## config.mk

```make
export PLATFORM = sky130hd
export DESIGN_NAME = midpoint_ellipse_rasterizer
export DESIGN_NICKNAME = d
export VERILOG_FILES = /design/src/rtl/core/mer_pkg.sv /design/src/rtl/core/midpoint_ellipse_rasterizer.sv /design/src/rtl/core/mer_datapath.sv /design/src/rtl/core/mer_ctrl.sv
export SDC_FILE = /design/constraint.sdc
export NUM_CORES = 2
export LEC_CHECK = 0
export BUFFER_PORTS_ARGS = -buffer_cell sky130_fd_sc_hd__clkbuf_2
export CAP_MARGIN = 30
export CORE_AREA = 2 2 340 342
export CTS_BUF_LIST = sky130_fd_sc_hd__clkbuf_16
export DETAILED_ROUTE_END_ITERATION = 6
export DIE_AREA = 0 0 342 344
export PLACE_DENSITY = 0.56
export SLEW_MARGIN = 20
export SYNTH_ARGS = -nofsm -noshare
export SYNTH_HDL_FRONTEND = slang
export SYNTH_SLANG_ARGS = --single-unit
```

## constraint.sdc

```tcl
create_clock -name clk -period 9.5 [get_ports clk]
set_clock_uncertainty 0.1 [all_clocks]
set_input_delay 1.9 -clock clk [delete_from_list [all_inputs] [get_ports clk]]
set_output_delay 1.9 -clock clk [all_outputs]
set_load 0.05 [all_outputs]
```

## src/rtl/core/mer_pkg.sv

```systemverilog
// ----------------------------------------------------------------------------
// mer_pkg
// shared constants, command and status types of the midpoint ellipse engine
// ----------------------------------------------------------------------------
package mer_pkg;

    localparam int DEC_W    = 48;   // decision word, kept at four times scale
    localparam int CENTER_W = 11;   // signed center coordinate
    localparam int PT_W     = 12;   // signed point coordinate
    localparam int PTS_W    = 8 * PT_W;

    typedef enum logic [0:0] {
        FUNC_START   = 1'b0,
        FUNC_ADVANCE = 1'b1
    } func_t;

    // operand pair for the shared multiplier
    typedef enum logic [3:0] {
        MUL_NONE,
        MUL_RX_RX,
        MUL_RY_RY,
        MUL_RX2_Y,
        MUL_RY2_X,
        MUL_X21_SQ,
        MUL_RY2_P,
        MUL_YM1_SQ,
        MUL_RX2_P,
        MUL_RX2_RY2
    } mul_op_t;

    // what the accumulator does with the previous product
    typedef enum logic [3:0] {
        ACC_NONE,
        ACC_SAVE_RX2,
        ACC_SAVE_RY2,
        ACC_SAVE_TMP,
        ACC_DEC_START,
        ACC_LOAD,
        ACC_ADD4,
        ACC_SUB4,
        ACC_ADD8_RY2,
        ACC_SUB8_DIAG,
        ACC_SUB8_RX2,
        ACC_ADD8_DIAG
    } acc_op_t;

    typedef struct packed {
        logic    load;
        logic    step1;
        logic    step2;
        logic    set_r2;
        mul_op_t mul;
        acc_op_t acc;
        logic    emit;
        logic    emit_null;
    } dp_cmd_t;

    typedef struct packed {
        logic finished;
        logic region_two;
        logic le;
    } dp_sts_t;

endpackage

```

## src/rtl/core/midpoint_ellipse_rasterizer.sv

```systemverilog
// ----------------------------------------------------------------------------
// midpoint_ellipse_rasterizer
// two-region midpoint walk of an axis-aligned ellipse, four points per item
// ----------------------------------------------------------------------------
//
//  channel   dir   tdata                       tuser          tlast
//  s_axis    in    center, radii               func           -
//  m_axis    out   four quadrant points        points_valid   last
//
//  start, region-one and region-two steps and the step that crosses into
//  region two share one multiplier and its single product register
//  one item is in work at a time; s_axis_tready is high only when idle
//  the result sits in an output register, so the next item is taken while
//  it waits; a stalled m_axis only holds the engine at its emit or null-result step
//  rst_n is asynchronous, active low; after reset the walk counts as ended
//
module midpoint_ellipse_rasterizer #(
    parameter int RADIUS_BITS = 10
) (
    input  logic clk,
    input  logic rst_n,

    // center_x[10:0], center_y[21:11], radius_x, radius_y, zero fill to bytes
    input  logic [((2 * mer_pkg::CENTER_W + 2 * RADIUS_BITS + 7) / 8) * 8 - 1:0]
                 s_axis_tdata,
    input  logic s_axis_tuser,   // func
    input  logic s_axis_tvalid,
    output logic s_axis_tready,

    // pt1_x, pt1_y, pt2_x, pt2_y, pt3_x, pt3_y, pt4_x, pt4_y, 12 bits each
    output logic [mer_pkg::PTS_W-1:0] m_axis_tdata,
    output logic m_axis_tuser,   // points_valid
    output logic m_axis_tlast,   // last
    output logic m_axis_tvalid,
    input  logic m_axis_tready
);

    localparam int CW     = mer_pkg::CENTER_W;
    localparam int RB     = RADIUS_BITS;
    localparam int RX_LSB = 2 * CW;
    localparam int RY_LSB = 2 * CW + RB;

    mer_pkg::dp_cmd_t cmd;
    mer_pkg::dp_sts_t sts;

    logic signed [CW-1:0] center_x, center_y;
    logic [RB-1:0]        radius_x, radius_y;

    // field unpack, lowest field first
    assign center_x = s_axis_tdata[CW-1:0];
    assign center_y = s_axis_tdata[2*CW-1:CW];
    assign radius_x = s_axis_tdata[RX_LSB+RB-1:RX_LSB];
    assign radius_y = s_axis_tdata[RY_LSB+RB-1:RY_LSB];

    // sequencer: handshakes and step order
    mer_ctrl u_ctrl (
        .clk       (clk),
        .rst_n     (rst_n),
        .in_valid  (s_axis_tvalid),
        .func      (s_axis_tuser),
        .in_ready  (s_axis_tready),
        .out_valid (m_axis_tvalid),
        .out_ready (m_axis_tready),
        .sts       (sts),
        .cmd       (cmd)
    );

    // offsets, decision word, multiplier and result register
    mer_datapath #(
        .RADIUS_BITS (RADIUS_BITS)
    ) u_datapath (
        .clk          (clk),
        .rst_n        (rst_n),
        .cmd          (cmd),
        .sts          (sts),
        .center_x     (center_x),
        .center_y     (center_y),
        .radius_x     (radius_x),
        .radius_y     (radius_y),
        .pts          (m_axis_tdata),
        .last         (m_axis_tlast),
        .points_valid (m_axis_tuser)
    );

endmodule

```

## src/rtl/core/mer_datapath.sv

```systemverilog
// ----------------------------------------------------------------------------
// mer_datapath
// offsets, decision word, shared multiplier and the output register
// ----------------------------------------------------------------------------
module mer_datapath #(
    parameter int RADIUS_BITS = 10
) (
    input  logic                                   clk,
    input  logic                                   rst_n,
    input  mer_pkg::dp_cmd_t                       cmd,
    output mer_pkg::dp_sts_t                       sts,
    input  logic signed [mer_pkg::CENTER_W-1:0]    center_x,
    input  logic signed [mer_pkg::CENTER_W-1:0]    center_y,
    input  logic        [RADIUS_BITS-1:0]          radius_x,
    input  logic        [RADIUS_BITS-1:0]          radius_y,
    output logic        [mer_pkg::PTS_W-1:0]       pts,
    output logic                                   last,
    output logic                                   points_valid
);

    localparam int RB  = RADIUS_BITS;
    localparam int OPW = 2 * RB + 2;
    localparam int PW  = 2 * OPW;
    localparam int DW  = mer_pkg::DEC_W;
    localparam int PTW = mer_pkg::PT_W;
    localparam int XW  = RB + PTW;

    logic signed [mer_pkg::CENTER_W-1:0] cx_reg, cy_reg;
    logic [RB-1:0]     rx_reg, ry_reg;
    logic [RB-1:0]     x_reg, x_next, y_reg, y_next;
    logic [2*RB-1:0]   rx2_reg, ry2_reg;
    logic [DW-1:0]     prod_reg, tmp_reg, dec_reg, dec_next;
    logic              diag_reg, diag_next;
    logic              r2_reg, fin_reg, fin_next;
    logic [mer_pkg::PTS_W-1:0] pts_reg;
    logic              last_reg, pv_reg;

    logic [RB-1:0]     x_inc, y_dec, y_m1;
    logic [RB:0]       x21;
    logic [OPW-1:0]    mul_a, mul_b;
    logic [PW-1:0]     prod_full;
    logic [DW-1:0]     prod_new;
    logic [DW-1:0]     rx2_ext, ry2_ext;
    logic              dec_pos;

    // offset moves: x_inc and y_dec saturate, y_m1 wraps at zero
    assign x_inc   = (x_reg == {RB{1'b1}}) ? x_reg : x_reg + 1'b1;
    assign y_dec   = (y_reg == '0) ? y_reg : y_reg - 1'b1;
    assign y_m1    = y_reg - 1'b1;
    assign x21     = {x_reg, 1'b1};
    assign rx2_ext = DW'(rx2_reg);
    assign ry2_ext = DW'(ry2_reg);
    assign dec_pos = !dec_reg[DW-1] && (dec_reg != '0);

    always_comb
    begin
        mul_a = '0;
        mul_b = '0;
        case (cmd.mul)
            mer_pkg::MUL_RX_RX:   begin mul_a = OPW'(rx_reg);  mul_b = OPW'(rx_reg);  end
            mer_pkg::MUL_RY_RY:   begin mul_a = OPW'(ry_reg);  mul_b = OPW'(ry_reg);  end
            mer_pkg::MUL_RX2_Y:   begin mul_a = OPW'(rx2_reg); mul_b = OPW'(y_reg);   end
            mer_pkg::MUL_RY2_X:   begin mul_a = OPW'(ry2_reg); mul_b = OPW'(x_reg);   end
            mer_pkg::MUL_X21_SQ:  begin mul_a = OPW'(x21);     mul_b = OPW'(x21);     end
            mer_pkg::MUL_RY2_P:   begin mul_a = OPW'(ry2_reg); mul_b = prod_reg[OPW-1:0]; end
            mer_pkg::MUL_YM1_SQ:  begin mul_a = OPW'(y_m1);    mul_b = OPW'(y_m1);    end
            mer_pkg::MUL_RX2_P:   begin mul_a = OPW'(rx2_reg); mul_b = prod_reg[OPW-1:0]; end
            mer_pkg::MUL_RX2_RY2: begin mul_a = OPW'(rx2_reg); mul_b = OPW'(ry2_reg); end
            default:              begin mul_a = '0;            mul_b = '0;            end
        endcase
    end

    assign prod_full = mul_a * mul_b;

    generate
        if (PW >= DW) begin : g_prod_trunc
            assign prod_new = prod_full[DW-1:0];
        end else begin : g_prod_ext
            assign prod_new = {{(DW - PW){1'b0}}, prod_full};
        end
    endgenerate

    // decision update, products at four times scale
    always_comb
    begin
        dec_next = dec_reg;
        case (cmd.acc)
            mer_pkg::ACC_DEC_START: dec_next = (ry2_ext << 2) - (prod_reg << 2) + rx2_ext;
            mer_pkg::ACC_LOAD:      dec_next = prod_reg;
            mer_pkg::ACC_ADD4:      dec_next = dec_reg + (prod_reg << 2);
            mer_pkg::ACC_SUB4:      dec_next = dec_reg - (prod_reg << 2);
            mer_pkg::ACC_ADD8_RY2:  dec_next = dec_reg + (prod_reg << 3) + (ry2_ext << 2);
            mer_pkg::ACC_SUB8_DIAG: dec_next = diag_reg ? dec_reg - (prod_reg << 3) : dec_reg;
            mer_pkg::ACC_SUB8_RX2:  dec_next = dec_reg - (prod_reg << 3) + (rx2_ext << 2);
            mer_pkg::ACC_ADD8_DIAG: dec_next = diag_reg ? dec_reg + (prod_reg << 3) : dec_reg;
            default:                dec_next = dec_reg;
        endcase
    end

    // offset steps
    always_comb
    begin
        x_next    = x_reg;
        y_next    = y_reg;
        diag_next = diag_reg;
        fin_next  = fin_reg;
        if (cmd.load)
        begin
            x_next   = '0;
            y_next   = radius_y;
            fin_next = (radius_y == '0);
        end
        else if (cmd.step1)
        begin
            x_next    = x_inc;
            diag_next = !dec_reg[DW-1];
            y_next    = dec_reg[DW-1] ? y_reg : y_dec;
            fin_next  = (y_next == '0);
        end
        else if (cmd.step2)
        begin
            diag_next = !dec_pos;
            x_next    = dec_pos ? x_reg : x_inc;
            y_next    = y_dec;
            fin_next  = (y_dec == '0);
        end
    end

    always_ff @(posedge clk or negedge rst_n)
    begin
        if (!rst_n)
        begin
            x_reg    <= '0;
            y_reg    <= '0;
            rx_reg   <= '0;
            ry_reg   <= '0;
            cx_reg   <= '0;
            cy_reg   <= '0;
            r2_reg   <= 1'b0;
            fin_reg  <= 1'b1;
            diag_reg <= 1'b0;
        end
        else
        begin
            x_reg    <= x_next;
            y_reg    <= y_next;
            fin_reg  <= fin_next;
            diag_reg <= diag_next;
            if (cmd.load)
            begin
                cx_reg <= center_x;
                cy_reg <= center_y;
                rx_reg <= radius_x;
                ry_reg <= radius_y;
                r2_reg <= 1'b0;
            end
            else if (cmd.set_r2)
            begin
                r2_reg <= 1'b1;
            end
        end
    end

    // point sums wrap to the point width
    logic [XW-1:0]  x_wide, y_wide;
    logic [PTW-1:0] xo, yo, cxe, cye;

    assign x_wide = XW'(x_reg);
    assign y_wide = XW'(y_reg);
    assign xo     = x_wide[PTW-1:0];
    assign yo     = y_wide[PTW-1:0];
    assign cxe    = PTW'(cx_reg);
    assign cye    = PTW'(cy_reg);

    always_ff @(posedge clk)
    begin
        if (cmd.mul != mer_pkg::MUL_NONE)
            prod_reg <= prod_new;
        if (cmd.acc == mer_pkg::ACC_SAVE_RX2)
            rx2_reg <= prod_reg[2*RB-1:0];
        if (cmd.acc == mer_pkg::ACC_SAVE_RY2)
            ry2_reg <= prod_reg[2*RB-1:0];
        if (cmd.acc == mer_pkg::ACC_SAVE_TMP)
            tmp_reg <= prod_reg;
        dec_reg <= dec_next;
        if (cmd.emit)
        begin
            pts_reg  <= {cye - yo, cxe - xo, cye + yo, cxe - xo,
                         cye - yo, cxe + xo, cye + yo, cxe + xo};
            last_reg <= fin_reg;
            pv_reg   <= 1'b1;
        end
        else if (cmd.emit_null)
        begin
            pts_reg  <= '0;
            last_reg <= 1'b0;
            pv_reg   <= 1'b0;
        end
    end

    assign sts.finished   = fin_reg;
    assign sts.region_two = r2_reg;
    assign sts.le         = (tmp_reg <= prod_reg);

    assign pts          = pts_reg;
    assign last         = last_reg;
    assign points_valid = pv_reg;

`ifndef SYNTHESIS
    // y offset only walks down from the held radius
    a_y_bounded: assert property (@(posedge clk) disable iff (!rst_n)
        y_reg <= ry_reg)
        else $error("y offset above held radius");

    // region-one steps never issue once the walk is in region two
    a_step1_region: assert property (@(posedge clk) disable iff (!rst_n)
        cmd.step1 |-> !r2_reg)
        else $error("region-one step in region two");
`endif

endmodule

```

## src/rtl/core/mer_ctrl.sv

```systemverilog
// ----------------------------------------------------------------------------
// mer_ctrl
// sequencer for start, region-one, region-two, handover and null-result steps
// ----------------------------------------------------------------------------
module mer_ctrl (
    input  logic             clk,
    input  logic             rst_n,
    input  logic             in_valid,
    input  logic             func,
    output logic             in_ready,
    output logic             out_valid,
    input  logic             out_ready,
    input  mer_pkg::dp_sts_t sts,
    output mer_pkg::dp_cmd_t cmd
);

    typedef enum logic [4:0] {
        IDLE,
        ST_RX2,
        ST_RY2,
        ST_RX2Y,
        ST_FIN,
        C1_B,
        C1_CMP,
        R1_MA,
        R1_MB,
        R1_FIN,
        R2S_B,
        R2S_C,
        R2S_D,
        R2S_E,
        R2S_F,
        R2_STEP,
        R2_MA,
        R2_MB,
        R2_FIN,
        EMIT,
        NULL_OUT
    } state_t;

    state_t state_reg, state_next;
    logic   out_valid_reg, out_valid_next;
    logic   out_free;
    logic   is_start;

    assign out_free = !out_valid_reg || out_ready;
    assign in_ready = (state_reg == IDLE);
    assign is_start = (mer_pkg::func_t'(func) == mer_pkg::FUNC_START);

    always_comb
    begin
        state_next    = state_reg;
        cmd.load      = 1'b0;
        cmd.step1     = 1'b0;
        cmd.step2     = 1'b0;
        cmd.set_r2    = 1'b0;
        cmd.mul       = mer_pkg::MUL_NONE;
        cmd.acc       = mer_pkg::ACC_NONE;
        cmd.emit      = 1'b0;
        cmd.emit_null = 1'b0;
        case (state_reg)
            IDLE:
            begin
                if (in_valid)
                begin
                    if (is_start)
                    begin
                        cmd.load   = 1'b1;
                        state_next = ST_RX2;
                    end
                    else if (sts.finished)
                        state_next = NULL_OUT;
                    else if (sts.region_two)
                        state_next = R2_STEP;
                    else
                    begin
                        cmd.mul    = mer_pkg::MUL_RY2_X;
                        state_next = C1_B;
                    end
                end
            end
            ST_RX2:
            begin
                cmd.mul    = mer_pkg::MUL_RX_RX;
                state_next = ST_RY2;
            end
            ST_RY2:
            begin
                cmd.mul    = mer_pkg::MUL_RY_RY;
                cmd.acc    = mer_pkg::ACC_SAVE_RX2;
                state_next = ST_RX2Y;
            end
            ST_RX2Y:
            begin
                cmd.mul    = mer_pkg::MUL_RX2_Y;
                cmd.acc    = mer_pkg::ACC_SAVE_RY2;
                state_next = ST_FIN;
            end
            ST_FIN:
            begin
                cmd.acc    = mer_pkg::ACC_DEC_START;
                cmd.emit   = out_free;
                state_next = out_free ? IDLE : EMIT;
            end
            C1_B:
            begin
                cmd.mul    = mer_pkg::MUL_RX2_Y;
                cmd.acc    = mer_pkg::ACC_SAVE_TMP;
                state_next = C1_CMP;
            end
            C1_CMP:
            begin
                if (sts.le)
                begin
                    cmd.step1  = 1'b1;
                    state_next = R1_MA;
                end
                else
                begin
                    cmd.mul    = mer_pkg::MUL_X21_SQ;
                    state_next = R2S_B;
                end
            end
            R1_MA:
            begin
                cmd.mul    = mer_pkg::MUL_RY2_X;
                state_next = R1_MB;
            end
            R1_MB:
            begin
                cmd.mul    = mer_pkg::MUL_RX2_Y;
                cmd.acc    = mer_pkg::ACC_ADD8_RY2;
                state_next = R1_FIN;
            end
            R1_FIN:
            begin
                cmd.acc    = mer_pkg::ACC_SUB8_DIAG;
                cmd.emit   = out_free;
                state_next = out_free ? IDLE : EMIT;
            end
            R2S_B:
            begin
                cmd.mul    = mer_pkg::MUL_RY2_P;
                state_next = R2S_C;
            end
            R2S_C:
            begin
                cmd.mul    = mer_pkg::MUL_YM1_SQ;
                cmd.acc    = mer_pkg::ACC_LOAD;
                state_next = R2S_D;
            end
            R2S_D:
            begin
                cmd.mul    = mer_pkg::MUL_RX2_P;
                state_next = R2S_E;
            end
            R2S_E:
            begin
                cmd.mul    = mer_pkg::MUL_RX2_RY2;
                cmd.acc    = mer_pkg::ACC_ADD4;
                state_next = R2S_F;
            end
            R2S_F:
            begin
                cmd.acc    = mer_pkg::ACC_SUB4;
                cmd.set_r2 = 1'b1;
                state_next = R2_STEP;
            end
            R2_STEP:
            begin
                cmd.step2  = 1'b1;
                state_next = R2_MA;
            end
            R2_MA:
            begin
                cmd.mul    = mer_pkg::MUL_RX2_Y;
                state_next = R2_MB;
            end
            R2_MB:
            begin
                cmd.mul    = mer_pkg::MUL_RY2_X;
                cmd.acc    = mer_pkg::ACC_SUB8_RX2;
                state_next = R2_FIN;
            end
            R2_FIN:
            begin
                cmd.acc    = mer_pkg::ACC_ADD8_DIAG;
                cmd.emit   = out_free;
                state_next = out_free ? IDLE : EMIT;
            end
            EMIT:
            begin
                cmd.emit   = out_free;
                state_next = out_free ? IDLE : EMIT;
            end
            NULL_OUT:
            begin
                cmd.emit_null = out_free;
                state_next    = out_free ? IDLE : NULL_OUT;
            end
            default:
            begin
                state_next = IDLE;
            end
        endcase
    end

    always_comb
    begin
        out_valid_next = out_valid_reg;
        if (cmd.emit || cmd.emit_null)
            out_valid_next = 1'b1;
        else if (out_ready)
            out_valid_next = 1'b0;
    end

    always_ff @(posedge clk or negedge rst_n)
    begin
        if (!rst_n)
        begin
            state_reg     <= IDLE;
            out_valid_reg <= 1'b0;
        end
        else
        begin
            state_reg     <= state_next;
            out_valid_reg <= out_valid_next;
        end
    end

    assign out_valid = out_valid_reg;

`ifndef SYNTHESIS
    // one item at a time: no accept in the cycle after an accept
    a_one_item: assert property (@(posedge clk) disable iff (!rst_n)
        in_valid && in_ready |=> !in_ready)
        else $error("second item taken while busy");

    // a result never overwrites one still waiting
    a_no_overwrite: assert property (@(posedge clk) disable iff (!rst_n)
        cmd.emit || cmd.emit_null |-> !out_valid_reg || out_ready)
        else $error("result overwritten");

    // region-two steps only once the handover has happened
    a_r2_step: assert property (@(posedge clk) disable iff (!rst_n)
        state_reg == R2_STEP |-> sts.region_two || $past(cmd.set_r2))
        else $error("region-two step before handover");
`endif

endmodule
```

==> impl_metrics.env <==
export IMPL_outcome="complete, but fails checks"
export IMPL_violations="design-rule violations, negative setup slack"
export IMPL_cts_clk_slew_worst_paths_ns=0.07
export IMPL_postCtsHoldBufs=0
export IMPL_netlist_instances=5446
export IMPL_async_reset_ff_frac=0.244
export IMPL_wirelength_um=169000
export IMPL_finalMaxSlewViolations=0
export IMPL_largest_reg_flops=48
export IMPL_area_growth_pct=17.1
export IMPL_max_slew_margin=0.179
export IMPL_period_needed_ns=9.86
export IMPL_min_period_over_period=1.04
export IMPL_setup_viol_count_final=10
export IMPL_max_cap_violations=0
export IMPL_place_worst_setup_slack_ns=-1.02
export IMPL_antenna_cells=0
export IMPL_critical_path_slowest_cell="fa_2"
export IMPL_htree_num_levels=2
export IMPL_numClockSinks=291
export IMPL_cts_root_buf="clkbuf_16"
export IMPL_synth_top_area_frac=0.162
export IMPL_rows=124
export IMPL_cts_buffers_inserted=37
export IMPL_dp_hpwl_um=138000
export IMPL_ctsLongestPathBuffers=3
export IMPL_finalSetupTns_ns=-1.75
export IMPL_synth_edff_count=219
export IMPL_ios=153
export IMPL_hold_viol_final=0
export IMPL_path_class="reg -> reg"
export IMPL_drtIter0Drc=4483
export IMPL_antenna_found_initial=1
export IMPL_yosysUniqueCellTypes=113
export IMPL_crit_fanout=6
export IMPL_grt_max_degree=49
export IMPL_worst_path_largest_cell_delay_ns=0.56
export IMPL_synth_nets=6310
export IMPL_grt_overflow=0
export IMPL_synth_area_um2=45300
export IMPL_first_pass_iters=7
export IMPL_ys_flop_type="edfxtp_1"
export IMPL_vias=42750
export IMPL_drcViolationCount=1
export IMPL_synth_yosys_warnings=0
export IMPL_die_w_um=342
export IMPL_antenna_left=0
export IMPL_routedWlPerCell_um=22.8
export IMPL_cts_tree="done"
export IMPL_dieArea_um2=118000
export IMPL_portBuffers=146
export IMPL_core_um2=114000
export IMPL_fmax_mhz=101
export IMPL_cp_end_kind="flop"
export IMPL_yosysSeqAreaShare=0.185
export IMPL_grtUsageTotal=0.283
export IMPL_start_kind="flop"
export IMPL_synth_seq_cells=291
export IMPL_die_h_um=344
export IMPL_required_ns=9.70
export IMPL_drive_gt1_frac=0.164
export IMPL_routed_via_density=5.77
export IMPL_gp_congestion=0.991
export IMPL_clk_latency_ns=0.60
export IMPL_synth_largest_area_cell="fa_1"
export IMPL_worstHoldPathType="reg -> reg"
export IMPL_grt_pass1_vias=41708
export IMPL_final_nets=6734
export IMPL_start_util=0.398
export IMPL_grt_setup_unrepaired="true"
export IMPL_syn_area_per_cell_um2=8.33
export IMPL_grt_pass1_wl_um=254000
export IMPL_crit_path_frequent_cell="fa_1"
export IMPL_worst_slew_pin_slew_ns=1.22
export IMPL_crit_arrival_ns=10.06
export IMPL_synth_area_leaders="fa_1 (16%), edfxtp_1 (15%), ha_1 (12%)"
export IMPL_setup_slack_ns=-0.358
-- layout by cell type, fill, tap and decap left out, types with 30 or more instances in the layout --
| cell | n |
|---|---|
| a21o_1 | 144 |
| a21oi_1 | 329 |
| a221oi_1 | 35 |
| a22oi_1 | 38 |
| a31oi_1 | 43 |
| and2_1 | 33 |
| and3_1 | 32 |
| buf_4 | 483 |
| clkbuf_16 | 37 |
| clkbuf_2 | 146 |
| dfrtp_1 | 70 |
| edfxtp_1 | 219 |
| fa_1 | 353 |
| ha_1 | 432 |
| inv_1 | 636 |
| nand2_1 | 612 |
| nand2b_1 | 43 |
| nand3_1 | 90 |
| nand4_1 | 78 |
| nor2_1 | 488 |
| nor2b_1 | 45 |
| nor3_1 | 89 |
| nor4_1 | 45 |
| o211ai_1 | 32 |
| o21a_1 | 30 |
| o21ai_0 | 203 |
| o21bai_1 | 56 |
| or3_1 | 31 |
| xnor2_1 | 283 |
| xor2_1 | 78 |
-- logic make-up after synthesis --
logic type,synth area share
AND/OR/NAND/NOR,0.178
buffers and inverters,0.0823
adder cells (fa/ha/maj),0.285
flip-flops,0.185
AO/OA/AOI/OAI,0.195
XOR/XNOR,0.0723
multiplexers,0.00293
-- cells in the mapped netlist, types with 22 or more instances --
cell type  count
fa_1         367
clkbuf_1     175
a21o_1       144
o21ai_0      222
or2_2         27
and3_1        32
nand3_1       91
o221ai_1      28
nor2b_1       46
xnor2_1      287
and2_1        33
o31ai_1       23
a221o_1       23
a221oi_1      41
a22o_1        27
buf_2         35
edfxtp_1     219
a22oi_1       38
ha_1         444
nor3_1        97
nand2_1      619
inv_1        634
a21oi_1      346
nand2b_1      43
a211oi_1      28
nor2_1       507
nand4_1       78
xor2_1        80
a31oi_1       47
o21bai_1      57
o22ai_1       22
buf_4         56
dfrtp_1       70
or3_1         36
nor4_1        52
o211ai_1      32
o21a_1        30
-- worst paths after layout --
path / slack (ns) / start / end / depth (start not counted)
max: -0.36 / u_datapath.prod_reg[1] / u_datapath.prod_reg[41] / 41
min: 0.38 / u_datapath.rx_reg[4] / u_datapath.rx_reg[4] / 2
max reg2reg: -0.36 / u_datapath.prod_reg[1] / u_datapath.prod_reg[41] / 41
min reg2reg: 0.38 / u_datapath.rx_reg[4] / u_datapath.rx_reg[4] / 2
max in group asynchronous: 7.52 / rst_n / u_datapath.fin_reg / 2
min in group asynchronous: 1.13 / rst_n / u_datapath.cx_reg[5] / 1
-- stage by stage --
step | hold WS, ns | instances | instance area, um2 | util
6_report | 0.382 | 7411 | 53100 | 0.466
3_5_place_dp | 0.365 | 7255 | 50400 | 0.443
3_3_place_gp | 0.353 | 7253 | 50400 | 0.443
5_1_grt | 0.391 | 7411 | 53100 | 0.466
2_1_floorplan | 0.346 | 5446 | 45700 | -
4_1_cts | 0.383 | 7374 | 52400 | 0.460
-- worst max-delay path: cells and delay by family (launching register included) --
| kind | cells | cell delay (ns) |
|---|---|---|
| compound gates | 15 | 2.97 |
| xor+xnor | 1 | 0.14 |
| fa+ha+maj | 9 | 3.93 |
| buf+inv | 10 | 1.19 |
| flops | 1 | 0.42 |
| simple gates | 6 | 0.76 |
-- layer usage --
layer	part of all wire	vias up	GRT usage	wire length, um
met1	0.46	20992	0.419	76700
met2	0.42	1843	0.425	71400
met4	0.029	0	0.0768	4840
met3	0.093	225	0.0438	15700
li1	-	19690	-	-
met5	0	-	0	0
-- layout make-up --
type	instances	area [um2]
clock buffer	37	926
clock inverter	31	248
fill	11258	60800
inverter	642	2410
multi-input combinational	4232	34200
sequential	291	8370
tap	1512	1890
timing repair buffer	666	5040
-- what timing repair did --
action / CTS / global route
endpoints found under the setup margin: 19 / 50
gates resized for setup: 66 / 89
setup buffers: 48 / 34
pin swaps: 42 / 55
cloned: 3 / 1
Power is not shown: default switching activity piles up to over one toggle a cycle in this logic, so the estimate is an artifact.
